<file path="config.mk">
export PLATFORM = sky130hd
export DESIGN_NAME = cle_cell
export DESIGN_NICKNAME = d
export VERILOG_FILES = /design/src/hdl/cursor_line_edit_buffer_assert.svh /design/src/hdl/cle_pkg.sv /design/src/hdl/cle_cell.sv
export SDC_FILE = /design/constraint.sdc
export NUM_CORES = 1
export LEC_CHECK = 0
export BUFFER_PORTS_ARGS = -buffer_cell sky130_fd_sc_hd__buf_2
export CORE_MARGIN = 2
export CORE_UTILIZATION = 32
export DETAILED_ROUTE_END_ITERATION = 10
export PLACE_DENSITY = 0.87
export SYNTH_ARGS = -nofsm -noshare
export SYNTH_HDL_FRONTEND = slang
export SYNTH_SLANG_ARGS = --single-unit
</file>
<file path="constraint.sdc">
create_clock -name clk -period 1.4 [get_ports clk]
set_clock_uncertainty 0.05 [all_clocks]
set_input_delay 0.14 -clock clk [delete_from_list [all_inputs] [get_ports clk]]
set_output_delay 0.14 -clock clk [all_outputs]
set_load 0.1 [all_outputs]
</file>
<file path="src/hdl/cursor_line_edit_buffer_assert.svh">
// Assertion macros for the line edit buffer RTL.
// Expects a clock named clk and a synchronous active-high reset named rst in scope.
`ifndef CURSOR_LINE_EDIT_BUFFER_ASSERT_SVH
`define CURSOR_LINE_EDIT_BUFFER_ASSERT_SVH

// Checks that the consequent holds in the same cycle as the antecedent.
`define CLE_ASSERT_IMP(lbl, ante, cons, msg) \
  lbl: assert property (@(posedge clk) disable iff (rst) (ante) |-> (cons)) else $error(msg);

// Checks that the consequent holds in the cycle after the antecedent.
`define CLE_ASSERT_NXT(lbl, ante, cons, msg) \
  lbl: assert property (@(posedge clk) disable iff (rst) (ante) |=> (cons)) else $error(msg);

`endif

</file>
<file path="src/hdl/cle_pkg.sv">
// Shared types and key codes for the cursor line edit buffer.
// No dependencies; used by the cell and the top level.
package cle_pkg;

  typedef struct packed {
    logic       kind;
    logic [7:0] key_byte;
    logic [9:0] read_index;
  } edit_req_t;

  typedef struct packed {
    logic [7:0]  char_at;
    logic        index_valid;
    logic [10:0] text_length;
    logic [10:0] cursor_pos;
    logic        dropped;
  } edit_rsp_t;

  localparam logic KIND_EDIT = 1'b0;
  localparam logic KIND_READ = 1'b1;

  localparam logic [7:0] KEY_HOME  = 8'h5B;  // '['
  localparam logic [7:0] KEY_END   = 8'h5D;  // ']'
  localparam logic [7:0] KEY_LEFT  = 8'h3C;  // '<'
  localparam logic [7:0] KEY_RIGHT = 8'h3E;  // '>'
  localparam logic [7:0] KEY_DEL   = 8'h2D;  // '-'

  typedef enum logic [1:0] {
    EDIT_NONE,
    EDIT_INSERT,
    EDIT_DELETE
  } edit_op_t;

  typedef struct packed {
    edit_op_t   op;
    logic [7:0] key;
  } cell_cmd_t;

endpackage

</file>
<file path="src/hdl/cle_cell.sv">
// One character cell of the text chain.
// Depends on cle_pkg for the broadcast edit command.
module cle_cell #(
  parameter int INDEX = 0,
  parameter int CW    = 11
) (
  input  logic              clk,
  input  cle_pkg::cell_cmd_t cmd,
  input  logic [CW-1:0]     cursor,
  input  logic [7:0]        left,
  input  logic [7:0]        right,
  output logic [7:0]        data
);
  import cle_pkg::*;

  localparam logic [CW-1:0] POS    = CW'(INDEX);
  localparam logic [CW-1:0] POS_UP = CW'(INDEX + 1);

  logic [7:0] data_next;

  // Cells past the cursor open a gap on insert; cells from the one before
  // the cursor onward close it on delete.
  always_comb begin
    data_next = data;
    unique case (cmd.op)
      EDIT_INSERT: begin
        if (POS > cursor) begin
          data_next = left;
        end else if (POS == cursor) begin
          data_next = cmd.key;
        end
      end
      EDIT_DELETE: begin
        if (POS_UP >= cursor) begin
          data_next = right;
        end
      end
      default: data_next = data;
    endcase
  end

  always_ff @(posedge clk) begin
    data <= data_next;
  end

endmodule

</file>
# Yosys cells after proc, flatten, opt, wreduce, memory -nomap -nowiden
# Index checks and enable logic that the tools add are counted.
# classes
eq_ne	4
n_reduce_logical	3
magnitude_cmp	2
mux	4
# op_table
cell	count
8-bit two-way mux	3
8-bit case mux with 2 select lines	1
1-bit by 11-bit greater-or-equal comparator with 1-bit output, first input constant	1
1-bit by 11-bit > comparator with 1-bit output, first input constant	1
11-bit logical NOT	1
3-bit inequality test, second input constant	1
3-bit AND reduction	1
2-bit by 1-bit == test with 1-bit output, second input constant	1
2-bit == test, second input constant	1
2-bit inequality test, second input constant	1
2-bit nonzero test	1
# totals
register_bits	8
elab_cells	14
output_inout_bits	8
input_bits	38

# Depth between registers and ports, before layout
# Gate-level depths: netlist of run 1.
# depth
ltp_word	4
mapped_depth	3
mapped_depth_nobuf	2

# Least setup slack after synthesis of run 1
# OpenSTA, ideal clock, no wires.
# synth_path
path_kind	input to register
from	input cmd[9] in the netlist's numbering
to	register data[0], enable pin
stages	3
arrival_ns	0.765
slack_ns	0.254
setup_ns	0.331
t_required_ns	1.019
path_buffers	1
path_cell_list	nor2b_4 -> buf_6 -> o2111a_1
# synth_between
elab_chain_cells	3
word_cells_on_any_way	6
cone_classes	4 x eq/ne; 2 x reduce/logical
# synth_rtl
item	line	rtl
start: declaration	cle_cell.sv:8	input cle_pkg::cell_cmd_t cmd,
2-bit by 1-bit == test with 1-bit output or 2-bit == test (tied branches)	cle_cell.sv:25	unique case (cmd.op)
3-bit inequality test (no source line) (tied with other cells)	-	
3-bit AND reduction (no source line) (*)	-	
end signal: assignment	cle_cell.sv:43	data <= data_next;
end: declaration	cle_cell.sv:12	output logic [7:0] data
# Every way passes the cells marked *; elsewhere a longest branch is shown, timed or not.
# A chain may end at the register's enable or synchronous reset.

# Worst setup path in the final report of run 1
# layout_path
from	register data[6]
to	output data[6]
# No word-level cell between the ends.

==> summary.md, run 1 <==
| Metric | Value |
|---|---|
| Type of element capturing the critical path | primary output |
| Cell at the root of the clock tree | sky130_fd_sc_hd__clkbuf_4 |
| Distinct cell type count after synthesis | 8 |
| Post-route core utilization | 0.507 |
| Share of the synthesized area in the top cell type | 0.571 |
| Clock transition at the register clock pins on the worst setup and hold paths after CTS | 0.05 ns |
| Number of register bits inferred by synthesis | 8 |
| Total power per unit cell area | roughly 800 nW/um^2 |
| Count of final setup violators | 0 |
| Number of nets in the finished design | 103 |
| Die extent in x | 40.2 um |
| LEAKAGE | 0.317 nW |
| CP Class | flop to primary output |
| Crit path capture | data[6] |
| Maximum clock path buffer count | 2 |
| Slowest cell on the critical path | sky130_fd_sc_hd__buf_2 |
| Number of antenna diodes | 0 |
| Number of levels in the clock H-tree | 1 |
| Status | completed |
| Synthesized area per cell | 18.3 um^2 |
| Mean routed wirelength per cell | 10.6 um |
| First-pass GRT wire length | around 1300 um |
| Crit path cell chain | buf_2 |
| Worst vdd ir | 0.000273 V |
| Die area | 1620 um^2 |
| Top achievable clock speed | approximately 0.85 GHz |
| Data arrival time of the worst path | around 0.99 ns |
| Vias per Instance | approximately 4.5 |
| Grt ovf | 0 |
| Share of cells above drive strength 1 | 0.794 |
| Sequential-to-total area share from yosys stat | 0.571 |
| Max Transition Viols Final | 0 |
| Biggest regs | data: 8 flops |
| Port Buffers | 37 |
| Net Count, Synth | 61 |
| Number of iterations in the first detailed-routing pass | 2 |
| Worst min-delay path class | primary input to flop |
| Nature of the critical path startpoint | flop |
| Antenna violations before repair | 0 |
| Fill count | 108 |
| Number of I/O pins | 46 |
| Synth Cell Area | 420 um^2 |
| Layout overhead on the synthesized area | 53.0% |
| Worst Path Required | about 1.2 ns |
| Non-filler instance count after layout | 78 |
| Starting utilization of the core area | 0.331 |
| Largest register FFs | 8 |
| Final period demand of the worst path | 1.18 ns |
| Largest net degree at the start of global routing | 9 |
| Register containing the most flip-flops in the final layout | data |
| Largest fanout of any net on the critical path | 1 |
| Post-Syn Instances | 23 |
| Clock tree from TritonCTS | done |
| Cell depth of the worst setup path | 1 |
| Ranking of synthesized cells by area | sky130_fd_sc_hd__edfxtp_1, sky130_fd_sc_hd__mux2_4, sky130_fd_sc_hd__nor2b_4, sky130_fd_sc_hd__nor4_1, sky130_fd_sc_hd__buf_6 |
| Chip height | around 40 um |
| Number of nets with antenna violations after routing | 0 |
| Total of warnings raised by yosys | 0 |
| Transition time of the tightest slew-check pin | 0.487 ns |
| Power, Total | 0.517 mW |
| Final number of hold-violating endpoints | 0 |
| Starting DRC count in detailed routing | 4 |
| Inst Count DP | 75 |
| Routability-driven placement congestion ratio | around 0.69 |
| Final total negative setup slack | 0 ns |
| Overall global routing resource usage | 0.129 |
| Sinks on the clock net | 8 |
| CP max stage delay | between 0.4 and 0.5 ns |
| Critical path launch point | data[6]$_DFFE_PP_ |
| Post-CTS setup buffers | 0 |
| Setup repair after global routing missed its margin | no |
| Most frequent cells in the layout | sky130_fd_sc_hd__buf_2, sky130_fd_sc_hd__mux2_4, sky130_fd_sc_hd__edfxtp_1 |
| Floorplan row count | 13 |
| # DRC | 0 |
| Number of hold-repair buffers added at the cts stage | 0 |
| Cell taking the most area after synthesis | sky130_fd_sc_hd__edfxtp_1 |
| Cts bufs inserted | 3 |
| Period utilization | 0.843 |
| CP bufs+invs | 1 |
| Number of gates resized after cts | 0 |
| Total number of vias | 354 |
| Headroom to the max-slew limit | 0.678 |
| Overall routed net length | 823 um |
| Number of max-capacitance violations reported | 0 |
| Vias in the first global route | 313 |
| Gate family responsible for the most delay along the worst path | buffers and inverters |
| Leading cell type in the layout, fill and taps excluded | sky130_fd_sc_hd__buf_2 |
| Floorplan core area | 1270 um^2 |
==> area by class of cell <==
class	count	area [um^2]	area share
clock buffers	3	22.5	0.0350
flip-flops and latches	8	240	0.374
well taps	15	18.8	0.0292
repair buffers	38	193	0.300
multi-input cells	14	169	0.263
==> logic make-up after synthesis <==
logic type,synth area share
multiplexers,0.286
AND/OR/NAND/NOR,0.0893
flip-flops,0.571
buffers and inverters,0.0268
AO/OA/AOI/OAI,0.0268
==> cells in the mapped netlist <==
cell                       n
sky130_fd_sc_hd__o2111a_1  1
sky130_fd_sc_hd__nor4_1    2
sky130_fd_sc_hd__nor3b_1   1
sky130_fd_sc_hd__buf_6     1
sky130_fd_sc_hd__edfxtp_1  8
sky130_fd_sc_hd__nor2_1    1
sky130_fd_sc_hd__mux2_4    8
sky130_fd_sc_hd__nor2b_4   1
==> per-stage QoR <==
step	cell area (um^2)	hold WS, ns	worst slack, ns
floorplan	420	0.307	0.254
global placement	621	0.395	0.0513
detailed placement	621	0.396	0.0330
CTS	643	0.132	0.203
global route	643	0.139	0.175
finish	643	0.142	0.220
==> where the power goes <==
part / switching (mW) / internal, mW / total [mW]
logic: 0.0264 / 0.0608 / 0.0872
registers: 0.0000242 / 0.266 / 0.266
clock network: 0.0668 / 0.0973 / 0.164
==> per-layer routing <==
layer / vias to the layer above / global-route usage / routed length (um)
met2: 36 / 0.214 / 393
met1: 146 / 0.135 / 300
met3: 0 / 0.0389 / 130
met5: - / 0 / 0
met4: 0 / 0.100 / 0
li1: 172 / - / -
==> how the worst min path moves through the flow <==
| stage | endpoint | slack (ns) | depth (start not counted) | start |
|---|---|---|---|---|
| 4_1_cts | data[7]$_DFFE_PP_ | 0.13 | 2 | cmd[7] |
| 3_5_place_dp | data[7]$_DFFE_PP_ | 0.40 | 2 | cmd[7] |
| 3_3_place_gp | data[7]$_DFFE_PP_ | 0.39 | 2 | cmd[7] |
| 5_1_grt | data[0]$_DFFE_PP_ | 0.14 | 2 | right[0] |
| 2_1_floorplan | data[0]$_DFFE_PP_ | 0.31 | 1 | right[0] |
| 6_report | data[7]$_DFFE_PP_ | 0.14 | 2 | cmd[7] |
No activity file was read; power rests on OpenSTA's default activity.
==> run 2: changes to the inputs <==
Clock period 1.4 ns to 1.2 ns, I/O delays scaled along.
==> run 2 against run 1 <==
Effect of this change: non-clock buffer count increased by 1; combinational power increased by 22%; sequential share of layout area decreased by 6.7 points; clock-buffer cell count unchanged; design area increased by 22%; clock power increased by 17%; global-route usage decreased by 1.3 points; routed wire length decreased by 7.0%; critical path type unchanged; highest routed layer unchanged.
==> summary.md, run 2 (synthesis results as in run 1) <==
| Metric | Value |
|---|---|
| Max Transition Viols Final | 0 |
| Final number of hold-violating endpoints | 0 |
| Cts bufs inserted | 3 |
| Port Buffers | 37 |
| Power, Total | between 0.6 and 0.7 mW |
| Number of max-capacitance violations reported | 0 |
| Final period demand of the worst path | 1.02 ns |
| Leading cell type in the layout, fill and taps excluded | sky130_fd_sc_hd__buf_2 |
| Floorplan row count | 13 |
| Number of nets in the finished design | about 100 |
| Vias in the first global route | about 310 |
| Maximum clock path buffer count | 2 |
| Number of antenna diodes | 0 |
| Routed wl met3 | around 110 um |
| Number of nets with antenna violations after routing | 0 |
| Post-route core utilization | 0.617 |
| Die extent in x | 40.2 um |
| Clock transition at the register clock pins on the worst setup and hold paths after CTS | approximately 0.05 ns |
| Overall global routing resource usage | 0.116 |
| Total routed wire length on the met1 layer | 266 um |
| Transition time of the tightest slew-check pin | around 0.24 ns |
| Biggest regs | data: 8 flops |
| Vias per Instance | 4.47 |
| Met2 Routed Length | 386 um |
| Headroom to the max-slew limit | 0.837 |
| Worst min-delay path class | primary input to flop |
| Count of final setup violators | 0 |
| Register containing the most flip-flops in the final layout | data |
| CP bufs+invs | 1 |
| Data arrival time of the worst path | 0.85 ns |
| CP max stage delay | 0.41 ns |
| Setup repair after global routing missed its margin | no |
| Number of hold-repair buffers added at the cts stage | 0 |
| Post-CTS setup buffers | 0 |
| Period utilization | 0.850 |
| Number of levels in the clock H-tree | 1 |
| # DRC | 0 |
| Final total negative setup slack | 0 ns |
| Top achievable clock speed | 0.981 GHz |
| Mean routed wirelength per cell | 9.68 um |
| Layout overhead on the synthesized area | 86.3% |
| Antenna violations before repair | 0 |
| Clock tree from TritonCTS | done |
| Largest fanout of any net on the critical path | 1 |
| Grt ovf | 0 |
| Status | completed |
| Starting DRC count in detailed routing | 1 |
| Cell at the root of the clock tree | sky130_fd_sc_hd__clkbuf_4 |
| Overall routed net length | 765 um |
| Worst vdd ir | 0.000329 V |
| Top metal layer carrying routed signals | met3 |
| Largest register FFs | 8 |
| Total power per unit cell area | between 700 and 800 nW/um^2 |
| Routability-driven placement congestion ratio | between 0.6 and 0.7 |
| Starting utilization of the core area | 0.331 |
| Type of element capturing the critical path | primary output |
| Worst Path Required | 1.03 ns |
| Most frequent cells in the layout | sky130_fd_sc_hd__buf_2, sky130_fd_sc_hd__buf_12, sky130_fd_sc_hd__mux2_4, sky130_fd_sc_hd__edfxtp_1, sky130_fd_sc_hd__clkbuf_4 |
| CP Class | flop to primary output |
| Total number of vias | roughly 350 |
| Floorplan core area | 1270 um^2 |
| Final worst hold slack | 0.122 ns |
| Number of gates resized after cts | 0 |
| Die area | 1620 um^2 |
| Number of I/O pins | 46 |
| Number of iterations in the first detailed-routing pass | 4 |
| Largest net degree at the start of global routing | 9 |
| First-pass GRT wire length | 1190 um |
| Gate family responsible for the most delay along the worst path | flip-flops |
| Slowest cell on the critical path | sky130_fd_sc_hd__edfxtp_1 |
| Share of cells above drive strength 1 | 0.797 |
| Sinks on the clock net | 8 |
| Crit path cell chain | buf_12 |
| Nature of the critical path startpoint | flop |
| LEAKAGE | 0.370 nW |
| Chip height | slightly above 40 um |
## run 2: path summary, 6_finish.rpt
kind,from,end,slack [ns],cells past startpoint
max,data[4]$_DFFE_PP_,data[4],0.18,1
min,right[3],data[3]$_DFFE_PP_,0.12,2
## run 2: power breakdown
group          switching (mW)  internal, mW  total [mW]
Combinational          0.0306        0.0756       0.106
Sequential          0.0000975         0.310       0.311
Clock                  0.0781         0.114       0.192
## run 2: cell type report
class	count	area, um^2
fillers	91	485
repair buffers	39	333
flip-flops and latches	8	240
multi-input cells	14	169
clock buffers	3	22.5
well taps	15	18.8
## run 2: stage by stage
| step | setup slack (ns) | std cells | area (um^2) |
|---|---|---|---|
| 2_1_floorplan | 0.0740 | 23 | 420 |
| 3_3_place_gp | -0.0323 | 76 | 761 |
| 3_5_place_dp | -0.0486 | 76 | 761 |
| 4_1_cts | 0.161 | 79 | 783 |
| 5_1_grt | 0.132 | 79 | 783 |
| 6_report | 0.180 | 79 | 783 |
## run 2: layer usage
layer	up-vias	track usage
met5	-	0
met4	0	0.100
met3	0	0.0222
met1	141	0.128
met2	38	0.190
li1	174	-
==> run 3: changes to the inputs <==
Settings changed: ABC_AREA set to 1, CORE_UTILIZATION 32 to 34.
Clock period 1.2 ns to 0.97 ns, I/O delays scaled along.
==> run 3 against run 2 <==
Effect of this change: the run now ends with negative setup slack left; global-route usage up 0.42 points; cell count up 30%; flip-flop and latch count unchanged; core utilization up 0.86 points; hold slack worse by 0.051 ns; clock-buffer cell count unchanged; combinational power up 30%; sequential share of layout area down 1.2 points; area after synthesis up 13%; clock power up 26%.
==> summary.md, run 3 <==
| Metric | Value |
|---|---|
| Main flop type after synthesis | sky130_fd_sc_hd__edfxtp_1 |
| CP max stage delay | 0.41 ns |
| Net switching fraction of the power | 0.215 |
| Synthesized area per cell | just under 10 um^2 |
| Most frequent cells after synthesis | sky130_fd_sc_hd__inv_1, sky130_fd_sc_hd__nand2_1, sky130_fd_sc_hd__edfxtp_1, sky130_fd_sc_hd__o21ai_2, sky130_fd_sc_hd__nor2_1 |
| Largest net degree at the start of global routing | 17 |
| Overall global routing resource usage | 0.120 |
| Number of hold-repair buffers added at the cts stage | 0 |
| Final period demand of the worst path | 1.00 ns |
| Number of max-capacitance violations reported | 0 |
| Transition time of the tightest slew-check pin | about 0.22 ns |
| Violations in the final reports | negative setup slack |
| First-pass GRT wire length | 1190 um |
| Crit path cell chain | buf_12 |
| Cell depth of the worst setup path | 1 |
| Largest fanout of any net on the critical path | 1 |
| Net switching power of the design | 0.164 mW |
| Setup WS post-layout | -0.0310 ns |
| Period utilization | 1.03 |
| Worst min-delay path class | primary input to flop |
| Leading cell type in the layout, fill and taps excluded | sky130_fd_sc_hd__buf_2 |
| Post-route core utilization | 0.626 |
| Post-Syn Instances | 49 |
| Synth Cell Area | 474 um^2 |
| Floorplan row count | 13 |
| Share of cells above drive strength 1 | 0.648 |
| Post-CTS setup buffers | 0 |
| Antenna violations before repair | 0 |
| Clock network power share | 0.316 |
| Worst hold path depth | 3 |
| Vias per Instance | 4.29 |
| Register containing the most flip-flops in the final layout | data |
| Number of levels in the clock H-tree | 1 |
| Mean routed wirelength per cell | between 7 and 8 um |
| Total power per unit cell area | 938 nW/um^2 |
| Number of enable flip-flop cells after synthesis | 8 |
| Maximum clock path buffer count | 2 |
| Floorplan core area | 1300 um^2 |
| Cell at the root of the clock tree | sky130_fd_sc_hd__clkbuf_4 |
| Number of iterations in the first detailed-routing pass | 2 |
| HPWL reported at the end of detailed placement | 723 um |
| Number of I/O pins | 46 |
| Number of nets with antenna violations after routing | 0 |
| Ranking of synthesized cells by area | sky130_fd_sc_hd__edfxtp_1, sky130_fd_sc_hd__o21ai_2, sky130_fd_sc_hd__inv_1, sky130_fd_sc_hd__nand2_1, sky130_fd_sc_hd__nor2_1 |
| Sinks on the clock net | 8 |
| Count of final setup violators | 8 |
| Starting DRC count in detailed routing | 1 |
| Die extent in x | 41.3 um |
| Overall routed net length | ~800 um |
| Final worst hold slack | just over 0.07 ns |
| Headroom to the max-slew limit | 0.856 |
| Clock tree from TritonCTS | done |
| Routability-driven placement congestion ratio | 0.666 |
| Total number of vias | 442 |
| CP bufs+invs | 1 |
| Launch instance of the worst min-delay path | cmd[1] |
| Sequential-to-total area share from yosys stat | 0.507 |
| Number of antenna diodes | 0 |
| Cell taking the most area after synthesis | sky130_fd_sc_hd__edfxtp_1 |
| Cts bufs inserted | 3 |
| Die area | roughly 1700 um^2 |
| Clock transition at the register clock pins on the worst setup and hold paths after CTS | 0.05 ns |
| Slowest cell on the critical path | sky130_fd_sc_hd__edfxtp_1 |
| Async set-reset flop share out of synthesis | 0 |
| Fraction of power consumed by combinational cells | 0.180 |
| CP Class | flop to primary output |
| Vias in the first global route | 334 |
| Gate family responsible for the most delay along the worst path | flip-flops |
| Layout overhead on the synthesized area | 71.8% |
| Max Transition Viols Final | 0 |
| Most frequent cell after synthesis | sky130_fd_sc_hd__inv_1 |
| # DRC | 0 |
| Type of element capturing the critical path | primary output |
| Nature of the critical path startpoint | flop |
| Chip height | 41.3 um |
| Fraction of power consumed by sequential logic | 0.503 |
| Starting utilization of the core area | 0.364 |
| Status | complete, but fails checks |
| Distinct cell type count after synthesis | 12 |
| Biggest regs | data: 8 flops |
| Final number of hold-violating endpoints | 0 |
| Final Instance Area | between 800 and 900 um^2 |
| LEAKAGE | 0.399 nW |
| Number of nets in the finished design | 128 |
| Net Count, Synth | between 80 and 90 |
| Total of warnings raised by yosys | 0 |
| Internal power summed over all cells | 0.600 mW |
| Setup repair after global routing missed its margin | yes |
| Port Buffers | 37 |
| Grt ovf | 0 |
| Worst Path Required | 0.82 ns |
| Share of the synthesized area in the top cell type | 0.507 |
| Data arrival time of the worst path | 0.85 ns |
| Number of register bits inferred by synthesis | 8 |
| Critical path launch point | data[0]$_DFFE_PP_ |
| Placement Setup Slack | -0.218 ns |
| Largest register FFs | 8 |
| Worst vdd ir | 0.000537 V |
| Top achievable clock speed | 0.999 GHz |
| Placed Instance Area | 790 um^2 |
| Sink of the worst hold path | data[1]$_DFFE_PP_ |
run 3: changes by cell type in the layout (fill, tap and decap cells not counted), moves of 2 or more:
cell / before / now
sky130_fd_sc_hd__inv_1: 0 / 8
sky130_fd_sc_hd__mux2_4: 8 / 0
sky130_fd_sc_hd__nand2_1: 0 / 8
sky130_fd_sc_hd__o21ai_2: 0 / 8
sky130_fd_sc_hd__nand2_2: 0 / 3
sky130_fd_sc_hd__nor2_1: 1 / 4
sky130_fd_sc_hd__nor4_1: 2 / 0
run 3: layer usage:
| layer | part of all wire | vias up | GRT usage |
|---|---|---|---|
| met1 | 0.35 | 175 | 0.111 |
| met4 | 0.046 | 0 | 0.161 |
| met5 | 0 | - | 0 |
| met3 | 0.12 | 5 | 0.0479 |
| met2 | 0.49 | 31 | 0.176 |
| li1 | - | 231 | - |
run 3: worst max-delay path by stage:
stage	endpoint	slack, ns
2_1_floorplan	data[0]$_DFFE_PP_	-0.10
4_1_cts	data[0]	-0.04
6_report	data[0]	-0.03
5_1_grt	data[3]	-0.05
3_5_place_dp	data[0]$_DFFE_PP_	-0.22
3_3_place_gp	data[0]$_DFFE_PP_	-0.20
run 3: final cells by class:
cell class | instances | area [um^2]
timing repair buffer | 38 | 313
fill | 103 | 487
sequential | 8 | 240
inverter | 10 | 40.0
clock buffer | 3 | 22.5
multi-input combinational | 29 | 180
tap | 15 | 18.8
run 3: kinds of logic (layout without fill, tap and decap cells):
family                 Yosys count  in the layout  synth area share
AOI/OAI and AO/OA                8              8             0.148
buffers and inverters           12             51             0.145
and+or+nand+nor                 21             21             0.201
DFF                              8              8             0.507
run 3: power groups by stage:
stage          registers, mW  clock network, mW  logic (mW)
3_5_place_dp           0.391                  0       0.138
3_3_place_gp           0.391                  0       0.134
5_1_grt                0.384              0.254       0.153
6_report               0.385              0.242       0.138
4_1_cts                0.385              0.247       0.139
2_1_floorplan          0.392                  0      0.0828
run 3: what timing repair did:
item,in CTS,in global routing
pin swaps,0,2
endpoints found under the setup margin,8,16
resized for setup,0,1
run 3: stage by stage:
step | total power [mW] | cells | TNS (ns)
2_1_floorplan | 0.475 | 49 | -1.47
3_3_place_gp | 0.525 | 100 | -2.58
3_5_place_dp | 0.529 | 100 | -2.79
4_1_cts | 0.770 | 103 | -0.257
5_1_grt | 0.792 | 103 | -0.333
6_report | 0.764 | 103 | -0.191
